File: config.mk
export PLATFORM = sky130hd
export DESIGN_NAME = rgb555_alpha_blit_unit
export DESIGN_NICKNAME = d
export VERILOG_FILES = /design/src/rtl/core/rgbab_pkg.sv /design/src/rtl/core/rgb555_alpha_blit_unit.sv /design/src/rtl/core/rgbab_front.sv /design/src/rtl/core/rgbab_queue.sv /design/src/rtl/core/rgbab_back.sv
export SDC_FILE = /design/constraint.sdc
export NUM_CORES = 1
export LEC_CHECK = 0
export ABC_CLOCK_PERIOD_IN_PS = 8300
export BUFFER_PORTS_ARGS = -buffer_cell sky130_fd_sc_hd__buf_2
export CAP_MARGIN = 15
export CORE_MARGIN = 5
export CORE_UTILIZATION = 45
export CTS_BUF_LIST = sky130_fd_sc_hd__clkbuf_8
export DETAILED_ROUTE_END_ITERATION = 16
export PLACE_DENSITY_LB_ADDON = 0.2
export SYNTH_ARGS = -nofsm -noshare
export SYNTH_HDL_FRONTEND = slang
export SYNTH_HIERARCHICAL = 1
export SYNTH_SLANG_ARGS = --single-unit
File: constraint.sdc
create_clock -name clk -period 8.3 [get_ports clk]
set_input_delay 0.415 -clock clk [delete_from_list [all_inputs] [get_ports clk]]
set_output_delay 0.415 -clock clk [all_outputs]
set_load 0.01 [all_outputs]
File: src/rtl/core/rgbab_pkg.sv
// ----------------------------------------------------------------------------
// rgbab_pkg
// Shared types and constants for the A1R5G5B5 alpha blit writeback unit.
// ----------------------------------------------------------------------------
package rgbab_pkg;

    localparam int PIX_W      = 16;
    localparam int CH_BITS    = 5;
    localparam int IDX_W      = 22;
    localparam int DIM_W      = 11;
    localparam int PITCH_W    = 13;
    localparam int OPA_W      = 8;
    localparam int M_W        = OPA_W - 3;
    localparam int CMP_W      = 13;
    localparam int CFG_IDX_W  = 3;
    localparam int CFG_DATA_W = 22;
    localparam int MAX_DIM_DEFAULT = 1024;
    localparam int Q_DEPTH    = 4;
    localparam int Q_AW       = 2;

    localparam logic [OPA_W-1:0] OPACITY_NONE   = 8'd0;
    localparam logic [OPA_W-1:0] OPACITY_OPAQUE = 8'd255;

    typedef enum logic [CFG_IDX_W-1:0] {
        REG_BLIT_MODE    = 3'd0,
        REG_OPACITY      = 3'd1,
        REG_SOURCE_KEYED = 3'd2,
        REG_RECT_WIDTH   = 3'd3,
        REG_RECT_HEIGHT  = 3'd4,
        REG_DEST_PITCH   = 3'd5,
        REG_DEST_START   = 3'd6
    } reg_index_t;

    typedef enum logic {
        MODE_OVER = 1'b0,
        MODE_COPY = 1'b1
    } blit_mode_t;

    typedef enum logic [1:0] {
        ACT_KEEP  = 2'd0,
        ACT_COPY  = 2'd1,
        ACT_BLEND = 2'd2
    } action_t;

    typedef struct packed {
        blit_mode_t          blit_mode;
        logic [OPA_W-1:0]    opacity;
        logic                source_keyed;
        logic [DIM_W-1:0]    rect_width;
        logic [DIM_W-1:0]    rect_height;
        logic [PITCH_W-1:0]  dest_pitch;
        logic [IDX_W-1:0]    dest_start;
    } cfg_t;

    typedef struct packed {
        action_t             action;
        logic [M_W-1:0]      weight;
        logic [PIX_W-1:0]    src_px;
        logic [PIX_W-1:0]    dst_px;
        logic [IDX_W-1:0]    dest_index;
        logic                last_pixel;
    } entry_t;

    typedef struct packed {
        logic push;
        logic full;
    } q_wr_t;

    typedef struct packed {
        logic pop;
        logic nonempty;
    } q_rd_t;

endpackage

File: src/rtl/core/rgb555_alpha_blit_unit.sv
// Path: an accepted item is written into the queue, then into the output
//   register, where out_valid rises; out_stall can hold it in the queue.
// Throughput: one item per cycle; a 4-entry queue between front and back
//   absorbs output stalls, in_stall rises only when that queue is full.
// Reset: registers return to their defaults, the rectangle walk restarts at
//   the top-left corner, queue and output register are emptied.
// ----------------------------------------------------------------------------
// rgb555_alpha_blit_unit
// A1R5G5B5 constant-opacity blit writeback: configuration registers, front
// classifier, item queue and blending back end.
// ----------------------------------------------------------------------------
module rgb555_alpha_blit_unit #(
    parameter int MAX_DIM = rgbab_pkg::MAX_DIM_DEFAULT
) (
    input  logic                               clk,
    input  logic                               rst_n,
    input  logic                               cfg_valid,
    output logic                               cfg_ready,
    input  logic [rgbab_pkg::CFG_IDX_W-1:0]    cfg_index,
    input  logic [rgbab_pkg::CFG_DATA_W-1:0]   cfg_data,
    input  logic                               in_valid,
    output logic                               in_stall,
    input  logic [rgbab_pkg::PIX_W-1:0]        src_px,
    input  logic [rgbab_pkg::PIX_W-1:0]        dst_px,
    output logic                               out_valid,
    input  logic                               out_stall,
    output logic [rgbab_pkg::PIX_W-1:0]        out_pixel,
    output logic                               write_enable,
    output logic [rgbab_pkg::IDX_W-1:0]        dest_index,
    output logic                               last_pixel
);

    rgbab_pkg::cfg_t     cfg_reg;
    rgbab_pkg::entry_t   push_entry, head_entry;
    rgbab_pkg::q_wr_t    wr_stat;
    rgbab_pkg::q_rd_t    rd_ctl;
    logic                push;
    logic                head_valid;

    assign cfg_ready = 1'b1;

    always_ff @(posedge clk or negedge rst_n)
    begin
        if (!rst_n)
        begin
            cfg_reg.blit_mode    <= rgbab_pkg::MODE_OVER;
            cfg_reg.opacity      <= rgbab_pkg::OPACITY_OPAQUE;
            cfg_reg.source_keyed <= 1'b0;
            cfg_reg.rect_width   <= rgbab_pkg::DIM_W'(1);
            cfg_reg.rect_height  <= rgbab_pkg::DIM_W'(1);
            cfg_reg.dest_pitch   <= rgbab_pkg::PITCH_W'(1);
            cfg_reg.dest_start   <= '0;
        end
        else if (cfg_valid && cfg_ready)
        begin
            unique case (rgbab_pkg::reg_index_t'(cfg_index))
                rgbab_pkg::REG_BLIT_MODE:
                    cfg_reg.blit_mode <= rgbab_pkg::blit_mode_t'(cfg_data[0]);
                rgbab_pkg::REG_OPACITY:
                    cfg_reg.opacity <= cfg_data[rgbab_pkg::OPA_W-1:0];
                rgbab_pkg::REG_SOURCE_KEYED:
                    cfg_reg.source_keyed <= cfg_data[0];
                rgbab_pkg::REG_RECT_WIDTH:
                    cfg_reg.rect_width <= cfg_data[rgbab_pkg::DIM_W-1:0];
                rgbab_pkg::REG_RECT_HEIGHT:
                    cfg_reg.rect_height <= cfg_data[rgbab_pkg::DIM_W-1:0];
                rgbab_pkg::REG_DEST_PITCH:
                    cfg_reg.dest_pitch <= cfg_data[rgbab_pkg::PITCH_W-1:0];
                rgbab_pkg::REG_DEST_START:
                    cfg_reg.dest_start <= cfg_data[rgbab_pkg::IDX_W-1:0];
                default:
                begin
                    // unmapped index: ignored
                end
            endcase
        end
    end

    rgbab_front #(
        .MAX_DIM (MAX_DIM)
    ) u_front (
        .clk       (clk),
        .rst_n     (rst_n),
        .cfg       (cfg_reg),
        .in_valid  (in_valid),
        .in_stall  (in_stall),
        .src_px    (src_px),
        .dst_px    (dst_px),
        .q_full    (wr_stat.full),
        .q_push    (push),
        .q_entry   (push_entry)
    );

    rgbab_queue u_queue (
        .clk      (clk),
        .rst_n    (rst_n),
        .push     (push),
        .wr_entry (push_entry),
        .wr_stat  (wr_stat),
        .pop      (rd_ctl.pop),
        .rd_entry (head_entry),
        .nonempty (head_valid)
    );

    rgbab_back u_back (
        .clk          (clk),
        .rst_n        (rst_n),
        .head         (head_entry),
        .head_valid   (head_valid),
        .rd_ctl       (rd_ctl),
        .out_valid    (out_valid),
        .out_stall    (out_stall),
        .out_pixel    (out_pixel),
        .write_enable (write_enable),
        .dest_index   (dest_index),
        .last_pixel   (last_pixel)
    );

    a_push_matches: assert property (@(posedge clk) disable iff (!rst_n)
        wr_stat.push == (in_valid && !in_stall))
        else $error("queue push differs from input acceptance");

    a_head_seen: assert property (@(posedge clk) disable iff (!rst_n)
        rd_ctl.nonempty == head_valid)
        else $error("back end sees stale queue status");

endmodule

File: src/rtl/core/rgbab_front.sv
// ----------------------------------------------------------------------------
// rgbab_front
// Accepts pixel pairs, picks the action, and walks the rectangle to form the
// destination index and last-pixel mark.
// ----------------------------------------------------------------------------
module rgbab_front #(
    parameter int MAX_DIM = rgbab_pkg::MAX_DIM_DEFAULT
) (
    input  logic                          clk,
    input  logic                          rst_n,
    input  rgbab_pkg::cfg_t               cfg,
    input  logic                          in_valid,
    output logic                          in_stall,
    input  logic [rgbab_pkg::PIX_W-1:0]   src_px,
    input  logic [rgbab_pkg::PIX_W-1:0]   dst_px,
    input  logic                          q_full,
    output logic                          q_push,
    output rgbab_pkg::entry_t             q_entry
);

    localparam int CW = (MAX_DIM > 1) ? $clog2(MAX_DIM) : 1;
    localparam logic [rgbab_pkg::CMP_W-1:0] DIM_LIMIT = rgbab_pkg::CMP_W'(MAX_DIM);

    logic [CW-1:0]                 col_reg, col_next;
    logic [CW-1:0]                 row_reg, row_next;
    logic [rgbab_pkg::IDX_W-1:0]   row_base_reg, row_base_next;

    logic [rgbab_pkg::CMP_W-1:0]   w_raw, h_raw, w_eff, h_eff, col_p1, row_p1;
    logic                          row_end, last;
    logic                          accept;
    logic                          alpha;
    rgbab_pkg::action_t            action;

    assign in_stall = q_full;
    assign accept   = in_valid && !q_full;
    assign q_push   = accept;

    // zero counts as one, oversize saturates
    assign w_raw = rgbab_pkg::CMP_W'(cfg.rect_width);
    assign h_raw = rgbab_pkg::CMP_W'(cfg.rect_height);
    assign w_eff = (w_raw == '0) ? rgbab_pkg::CMP_W'(1) :
                   ((w_raw > DIM_LIMIT) ? DIM_LIMIT : w_raw);
    assign h_eff = (h_raw == '0) ? rgbab_pkg::CMP_W'(1) :
                   ((h_raw > DIM_LIMIT) ? DIM_LIMIT : h_raw);

    assign col_p1  = rgbab_pkg::CMP_W'(col_reg) + rgbab_pkg::CMP_W'(1);
    assign row_p1  = rgbab_pkg::CMP_W'(row_reg) + rgbab_pkg::CMP_W'(1);
    assign row_end = (col_p1 >= w_eff);
    assign last    = row_end && (row_p1 >= h_eff);

    assign alpha = src_px[rgbab_pkg::PIX_W-1];

    always_comb
    begin
        action = rgbab_pkg::ACT_KEEP;
        priority if (cfg.opacity == rgbab_pkg::OPACITY_NONE)
        begin
            action = rgbab_pkg::ACT_KEEP;
        end
        else if (cfg.blit_mode == rgbab_pkg::MODE_COPY)
        begin
            action = rgbab_pkg::ACT_COPY;
        end
        else if (cfg.opacity == rgbab_pkg::OPACITY_OPAQUE)
        begin
            action = alpha ? rgbab_pkg::ACT_COPY : rgbab_pkg::ACT_KEEP;
        end
        else if (!cfg.source_keyed || alpha)
        begin
            action = rgbab_pkg::ACT_BLEND;
        end
        else
        begin
            action = rgbab_pkg::ACT_KEEP;
        end
    end

    always_comb
    begin
        q_entry.action     = action;
        q_entry.weight     = cfg.opacity[rgbab_pkg::OPA_W-1:3];
        q_entry.src_px     = src_px;
        q_entry.dst_px     = dst_px;
        q_entry.dest_index = cfg.dest_start + row_base_reg
                             + rgbab_pkg::IDX_W'(col_reg);
        q_entry.last_pixel = last;
    end

    always_comb
    begin
        col_next      = col_reg;
        row_next      = row_reg;
        row_base_next = row_base_reg;
        if (accept)
        begin
            priority if (last)
            begin
                col_next      = '0;
                row_next      = '0;
                row_base_next = '0;
            end
            else if (row_end)
            begin
                col_next      = '0;
                row_next      = row_reg + CW'(1);
                row_base_next = row_base_reg + rgbab_pkg::IDX_W'(cfg.dest_pitch);
            end
            else
            begin
                col_next = col_reg + CW'(1);
            end
        end
    end

    always_ff @(posedge clk or negedge rst_n)
    begin
        if (!rst_n)
        begin
            col_reg      <= '0;
            row_reg      <= '0;
            row_base_reg <= '0;
        end
        else
        begin
            col_reg      <= col_next;
            row_reg      <= row_next;
            row_base_reg <= row_base_next;
        end
    end

    a_last_restarts: assert property (@(posedge clk) disable iff (!rst_n)
        accept && last |=> (col_reg == '0) && (row_reg == '0) && (row_base_reg == '0))
        else $error("walk did not restart after last pixel");

    a_col_steps: assert property (@(posedge clk) disable iff (!rst_n)
        accept && !row_end |=> col_reg == $past(col_reg) + CW'(1))
        else $error("column counter did not advance");

endmodule

File: src/rtl/core/rgbab_queue.sv
// ----------------------------------------------------------------------------
// rgbab_queue
// Short item queue between the classifying front and the blending back.
// ----------------------------------------------------------------------------
module rgbab_queue (
    input  logic                 clk,
    input  logic                 rst_n,
    input  logic                 push,
    input  rgbab_pkg::entry_t    wr_entry,
    output rgbab_pkg::q_wr_t     wr_stat,
    input  logic                 pop,
    output rgbab_pkg::entry_t    rd_entry,
    output logic                 nonempty
);

    rgbab_pkg::entry_t             q_mem [rgbab_pkg::Q_DEPTH];
    logic [rgbab_pkg::Q_AW-1:0]    wr_ptr_reg, rd_ptr_reg;
    logic [rgbab_pkg::Q_AW:0]      count_reg, count_next;
    logic                          full;

    assign full     = (count_reg == (rgbab_pkg::Q_AW + 1)'(rgbab_pkg::Q_DEPTH));
    assign nonempty = (count_reg != '0);
    assign rd_entry = q_mem[rd_ptr_reg];

    assign wr_stat.push = push;
    assign wr_stat.full = full;

    always_comb
    begin
        count_next = count_reg;
        unique case ({push, pop})
            2'b10:   count_next = count_reg + (rgbab_pkg::Q_AW + 1)'(1);
            2'b01:   count_next = count_reg - (rgbab_pkg::Q_AW + 1)'(1);
            default: count_next = count_reg;
        endcase
    end

    always_ff @(posedge clk)
    begin
        if (push)
        begin
            q_mem[wr_ptr_reg] <= wr_entry;
        end
    end

    always_ff @(posedge clk or negedge rst_n)
    begin
        if (!rst_n)
        begin
            wr_ptr_reg <= '0;
            rd_ptr_reg <= '0;
            count_reg  <= '0;
        end
        else
        begin
            if (push)
            begin
                wr_ptr_reg <= wr_ptr_reg + rgbab_pkg::Q_AW'(1);
            end
            if (pop)
            begin
                rd_ptr_reg <= rd_ptr_reg + rgbab_pkg::Q_AW'(1);
            end
            count_reg <= count_next;
        end
    end

    a_no_overrun: assert property (@(posedge clk) disable iff (!rst_n)
        count_reg <= (rgbab_pkg::Q_AW + 1)'(rgbab_pkg::Q_DEPTH))
        else $error("queue count beyond depth");

    a_no_underrun: assert property (@(posedge clk) disable iff (!rst_n)
        pop |-> nonempty && !(push && full))
        else $error("queue popped empty or pushed full");

endmodule

File: src/rtl/core/rgbab_back.sv
// ----------------------------------------------------------------------------
// rgbab_back
// Carries out the chosen action on the head item and holds the result in
// the output register.
// ----------------------------------------------------------------------------
module rgbab_back (
    input  logic                          clk,
    input  logic                          rst_n,
    input  rgbab_pkg::entry_t             head,
    input  logic                          head_valid,
    output rgbab_pkg::q_rd_t              rd_ctl,
    output logic                          out_valid,
    input  logic                          out_stall,
    output logic [rgbab_pkg::PIX_W-1:0]   out_pixel,
    output logic                          write_enable,
    output logic [rgbab_pkg::IDX_W-1:0]   dest_index,
    output logic                          last_pixel
);

    localparam int CB   = rgbab_pkg::CH_BITS;
    localparam int SUMW = 2 * CB;

    logic                          out_valid_reg;
    logic [rgbab_pkg::PIX_W-1:0]   pixel_reg, pixel_next;
    logic                          we_reg, we_next;
    logic [rgbab_pkg::IDX_W-1:0]   index_reg;
    logic                          last_reg;
    logic                          pop;
    logic [CB:0]                   inv_w;
    logic [rgbab_pkg::PIX_W-1:0]   blended;

    function automatic logic [CB-1:0] mix(input logic [CB-1:0] s,
                                          input logic [CB-1:0] d,
                                          input logic [CB-1:0] m,
                                          input logic [CB:0]   im);
        logic [SUMW-1:0] acc;
        acc = SUMW'(s * m) + SUMW'(d * im);
        return acc[SUMW-1:CB];
    endfunction

    assign pop = head_valid && (!out_valid_reg || !out_stall);

    assign rd_ctl.pop      = pop;
    assign rd_ctl.nonempty = head_valid;

    assign inv_w = (CB + 1)'(1 << CB) - (CB + 1)'(head.weight);

    assign blended = {1'b1,
        mix(head.src_px[3*CB-1:2*CB], head.dst_px[3*CB-1:2*CB], head.weight, inv_w),
        mix(head.src_px[2*CB-1:CB],   head.dst_px[2*CB-1:CB],   head.weight, inv_w),
        mix(head.src_px[CB-1:0],      head.dst_px[CB-1:0],      head.weight, inv_w)};

    always_comb
    begin
        unique case (head.action)
            rgbab_pkg::ACT_COPY:
            begin
                pixel_next = head.src_px;
                we_next    = 1'b1;
            end
            rgbab_pkg::ACT_BLEND:
            begin
                pixel_next = blended;
                we_next    = 1'b1;
            end
            default:
            begin
                pixel_next = head.dst_px;
                we_next    = 1'b0;
            end
        endcase
    end

    always_ff @(posedge clk)
    begin
        if (pop)
        begin
            pixel_reg <= pixel_next;
            we_reg    <= we_next;
            index_reg <= head.dest_index;
            last_reg  <= head.last_pixel;
        end
    end

    always_ff @(posedge clk or negedge rst_n)
    begin
        if (!rst_n)
        begin
            out_valid_reg <= 1'b0;
        end
        else if (pop)
        begin
            out_valid_reg <= 1'b1;
        end
        else if (!out_stall)
        begin
            out_valid_reg <= 1'b0;
        end
    end

    assign out_valid    = out_valid_reg;
    assign out_pixel    = pixel_reg;
    assign write_enable = we_reg;
    assign dest_index   = index_reg;
    assign last_pixel   = last_reg;

    a_pop_fills: assert property (@(posedge clk) disable iff (!rst_n)
        pop |=> out_valid_reg)
        else $error("popped item not presented");

endmodule

==> results of run 1 <==
-- cells in the final DEF, fill, tap and decap left out, types with 9 or more instances in the layout --
master and instances:
dfrtp_1 104, a22o_1 21, clkinv_2 9, buf_2 102
nor4_1 10, dfstp_2 11, clkinv_1 12, nor3_1 9
nor2_1 35, edfxtp_1 288, nand2_1 136, buf_4 15
dlygate4sd3_1 43, and2_1 103, fa_1 109, a31oi_1 12
o21ai_0 43, ha_1 160, a21o_1 21, mux4_2 58
a21oi_1 53, mux2_2 71, xnor2_1 49, clkbuf_8 81
nand3_1 31, inv_1 133, o221ai_1 9, xor2_1 30
and3_1 21
-- worst paths after layout --
kind	end	slack, ns	cells past startpoint
worst max-delay path	u_back/out_pixel[14]	0.80	22
worst min-delay path	cfg_reg[12]	0.08	2
worst max register to register	u_back/out_pixel[14]	0.80	22
worst min register to register	u_queue/count_reg[2]	0.48	1
max in group asynchronous	cfg_reg[17]	6.60	3
min in group asynchronous	u_back/out_valid	0.33	2
-- routing by layer --
metal  wire, um  global-route usage, %  vias to the layer above  part of all wire, %
met3       1990                   3.29                       57                  4.0
met1      22200                   24.4                     6983                   44
met2      25200                   30.7                      258                   50
met4        848                   4.71                        0                  1.7
met5          0                      0                        -                    0
li1           -                      -                     6479                    -
-- cell type report --
| cell class | count | area, sq um | area share, % |
|---|---|---|---|
| Tap cell | 680 | 851 | 3.27 |
| Multi-Input combinational cell | 1097 | 10700 | 41.2 |
| Sequential cell | 405 | 11600 | 44.6 |
| Clock buffer | 81 | 1110 | 4.28 |
| Clock inverter | 49 | 254 | 0.976 |
| Timing Repair Buffer | 160 | 1050 | 4.05 |
| Antenna cell | 1 | 2.50 | 0.00962 |
| Inverter | 113 | 424 | 1.63 |
-- worst max-delay path, stage by stage (launching register included) --
cell and delay (ns):
dfrtp_4 0.75, mux4_2 0.76, inv_1 0.11, ha_1 0.18
nand2_1 0.07, xor2_1 0.86, nand2_1 0.18, fa_1 0.53
fa_1 0.51, inv_1 0.06, fa_1 0.50, fa_1 0.55
inv_1 0.05, fa_1 0.52, inv_1 0.04, ha_1 0.32
and4_1 0.16, nand4_1 0.09, nand3_1 0.13, a31oi_1 0.35
o21ai_0 0.18, xnor2_1 0.18, o221ai_1 0.12
-- metrics by stage --
step / std cells / hold WS (ns) / setup WS (ns) / instance area (sq um)
after CTS: 2585 / 0.0254 / 0.793 / 26000
after detailed placement: 2412 / 0.471 / 0.824 / 24200
final: 2586 / 0.0769 / 0.803 / 26000
after global placement: 2412 / 0.462 / 0.934 / 24200
after floorplan: 1711 / 0.119 / 1.66 / 23400
after global routing: 2585 / 0.0384 / 0.193 / 26000
==> impl_results.md, run 1 <==
* RSZ-0062 raised after global routing: no
* Largest register FFs at 248
* GRT overflow at 0
* Layout cells sized above 1 at 20.0%
* Vias in the first global route at 14586
* Clock Skew at 0.0408 ns
* Mapped Nets at 2042
* H-tree levels at 3
* DR iter-0 viols at 787
* Vias at 13777
* Setup_tns at 0 ns
* Area Overhead vs Synth at 11.2%
* Hold WC Path Type: input pin to register
* Initial Util at 45.5%
* # DRC at 0
* Nets@finish at 2182
* Worst-path clk slew at 0.06 ns
* Final wirelength at 50200 um
* Pin count of the biggest net entering global routing at 74
* Synth warn at 6
* Synthesized netlist cell count at 1711
* Worst EP arrival at 7.86 ns
* Data required time of the worst path at 8.66 ns
* Routed WL per cell at 19.4 um
* Worst Setup End Kind: register
* HP Start: cfg_data[12]
* First-pass GRT wire length at 81100 um
* Fmax at 133 MHz
* GRT Total Usage at 18.1%
* Setup violators final at 0
* Worst-margin pin slew at 1.11 ns
* Die ar. at 56700 sq um
* Clk root buf: clkbuf_8
* Maxcap violations at 0
* Finished Core Util at 50.6%
* Rel. slew slack at 25.4%
* Period minus WS final at 7.50 ns
* Syn Area/Cell at 13.7 sq um
* Clock latency on the worst-skew pair at 0.67 ns
* Final Hold Viols at 0
* Hold Buf Count CTS at 43
* CTS tree: done
* Count of pins over their slew limit at 0
* Routed Antenna Nets at 0
* CORE AREA at 51400 sq um
* # rows at 83
* Pre-antenna DRT Iters at 8
* DP HPWL at 34700 um
* Width of the die at 238 um
* Max Buffers Root-to-Sink at 3
* Initial antenna violation count at 1
* # resized after CTS at 0
* Status: finished clean
* I/O Buffers at 103
* R2r startpoint: u_queue/rd_ptr_reg[0]
* Cts bufs inserted at 74
* Critical path class: register to register
* Tcrit/Tclk final at 90.3%
* Synthesized area at 23400 sq um
* CTS Sinks at 405
* Post-CTS setup repair buffer count at 0
* Vias per cell at 5.33
* Fill cell count at 4462
* Die H at 238 um
* # IOs at 105
* Critical path fanouts, max at 26
* GPL Wtd Cong at 0.849
* Startpoint Class: register
* Crit path launch: u_queue/rd_ptr_reg[0]
Power of run 1 is left out: the tool's default activity adds up to more than one toggle a clock period on the data nets, which glitch-free logic cannot reach.
==> run 2: changes to the inputs <==
--- a/config.mk
+++ b/config.mk
@@ -12,7 +12,7 @@
 export CORE_UTILIZATION = 45
 export CTS_BUF_LIST = sky130_fd_sc_hd__clkbuf_8
 export DETAILED_ROUTE_END_ITERATION = 16
-export PLACE_DENSITY_LB_ADDON = 0.2
+export PLACE_DENSITY = 0.67
 export SYNTH_ARGS = -nofsm -noshare
 export SYNTH_HDL_FRONTEND = slang
 export SYNTH_HIERARCHICAL = 1
==> run 2 against run 1 <==
Global-route usage is 0.091 points lower. Utilization is 0.11 points higher. Count of clock-buffer cells in the layout is 7 lower. Clock skew is 0.017 ns lower. Hold slack worse by 0.0027 ns. Highest routed layer unchanged.
==> impl_results.md, run 2 (synthesis gave the netlist of run 1 again) <==
* Rel. slew slack at 34.8% (+9.4 points)
* Period minus WS final at 7.13 ns (-0.367 ns)
* Commonest cells after routing, fill and taps aside: edfxtp_1 (288), ha_1 (160), nand2_1 (136), inv_1 (129), fa_1 (109)
* Setup violators final at 0 (unchanged)
* Routed Antenna Nets at 0 (unchanged)
* GRT Total Usage at 18.0% (-0.091 points)
* Worst Setup End Kind: register
* Largest register FFs at 248 (unchanged)
* Die H at 238 um (unchanged)
* Finished Core Util at 50.7% (+0.11 points)
* Cells after DPL at 2417 (+0.21%)
* Setup_tns at 0 ns (unchanged)
* Startpoint Class: register
* Tcrit/Tclk final at 85.9% (-4.4 points)
* Final cell count without fillers at 2587 (+0.039%)
* GRT overflow at 0 (unchanged)
* GPL Wtd Cong at 0.876 (+3.2%)
* Layout cells sized above 1 at 20.1% (+0.084 points)
* Commonest non-fill, non-tap cell in the layout: edfxtp_1
* Vias in the first global route at 14997 (+2.8%)
* Critical path fanouts, max at 28 (+7.7%)
* Nets@finish at 2183 (+0.046%)
* Initial antenna violation count at 0 (-1)
* Die ar. at 56700 sq um (unchanged)
* Clk root buf: clkbuf_8
* First-pass GRT wire length at 81200 um (+0.11%)
* CTS tree: done
* Final Hold Viols at 0 (unchanged)
* CTS Sinks at 405 (unchanged)
* Hold WS at 0.0742 ns (-0.00275 ns)
* Pre-antenna DRT Iters at 5 (-3)
* Vias at 13940 (+1.2%)
* Fmax at 140 MHz (+5.1%)
* Count of pins over their slew limit at 0 (unchanged)
* Critical path class: register to register
* CORE AREA at 51400 sq um (unchanged)
* DR iter-0 viols at 775 (-1.5%)
* Width of the die at 238 um (unchanged)
* DP HPWL at 34400 um (-1.1%)
* Clock Skew at 0.0243 ns (-0.0165 ns)
* Hold Buf Count CTS at 42 (-2.3%)
* Post-CTS setup repair buffer count at 0 (unchanged)
* Routed WL per cell at 19.5 um (+0.59%)
* Initial Util at 45.5% (unchanged)
* # DRC at 0 (unchanged)
* Final wirelength at 50500 um (+0.63%)
* Ant. Diodes at 0 (-1)
* Worst-margin pin slew at 0.978 ns (-0.137 ns)
* Pin count of the biggest net entering global routing at 72 (-2.7%)
* Worst-path clk slew at 0.06 ns (about the same)
* Hold WC Path Type: input pin to register
* Vias per cell at 5.39 (+1.1%)
* # IOs at 105 (unchanged)
* # rows at 83 (unchanged)
* Data required time of the worst path at 8.66 ns (about the same)
* H-tree levels at 3 (unchanged)
* Cts bufs inserted at 71 (-4.1%)
* RSZ-0062 raised after global routing: no
* Max Buffers Root-to-Sink at 3 (unchanged)
* Worst EP arrival at 7.49 ns (-0.37 ns)
* Area Overhead vs Synth at 11.4%
* # resized after CTS at 0 (unchanged)
* Status: finished clean
* I/O Buffers at 103 (unchanged)
* Maxcap violations at 0 (unchanged)
* Clock latency on the worst-skew pair at 0.64 ns (-0.03 ns)
## run 2: cell count changes in the layout (fill, tap and decap cells not counted), sizes merged
cell         change
clkinv           +8
dlygate4sd3      -1
clkbuf           -7
buf              +5
inv              -5
diode            -1
bufinv           +3
clkinvlp         -1
## run 2: critical path: stages, from the launching register on
cell and delay [ns]:
dfrtp_4 0.44, buf_4 0.46, mux4_2 0.82, nor2_1 0.18
nand2_1 0.08, xor2_1 0.32, buf_4 0.25, nand2_1 0.09
fa_1 0.48, fa_1 0.50, inv_1 0.06, fa_1 0.50
fa_1 0.55, inv_1 0.05, fa_1 0.52, inv_1 0.04
ha_1 0.32, and4_1 0.21, nand4_1 0.08, nand3_1 0.12
a31oi_1 0.35, o21bai_1 0.13, xnor2_1 0.18, o221ai_1 0.13
## run 2: worst paths after layout
path	endpoint	slack [ns]	depth (start not counted)	startpoint
setup / recovery	u_back/out_pixel[3]	1.17	23	u_queue/rd_ptr_reg[0]
min in group asynchronous	cfg_reg[47]	0.36	2	rst_n
hold / removal	cfg_reg[11]	0.07	2	cfg_data[11]
setup reg to reg	u_back/out_pixel[3]	1.17	23	u_queue/rd_ptr_reg[0]
max in group asynchronous	cfg_reg[15]	6.58	3	rst_n
hold reg to reg	u_queue/count_reg[2]	0.49	1	u_queue/count_reg[2]
## run 2: final cells by class
cell class	count	area, sq um
repair buffers	164	1080
flip-flops and latches	405	11600
fillers	4366	25300
well taps	680	851
clock inverters	54	380
inverters	113	424
multi-input cells	1097	10700
clock buffers	74	1020
## run 2: routing by layer
layer | wire (um) | track usage (%)
met1 | 22200 | 24.5
met2 | 25000 | 30.3
met3 | 2230 | 3.13
met4 | 1050 | 4.85
met5 | 0 | 0
## run 2: per-stage QoR
| stage | area, sq um | setup slack (ns) |
|---|---|---|
| final | 26100 | 1.17 |
| after CTS | 26100 | 1.15 |
| after global routing | 26100 | 0.729 |
| after detailed placement | 24300 | 1.14 |
| after floorplan | 23400 | 1.66 |
| after global placement | 24300 | 1.27 |
Power of run 2 is left out for the same reason.
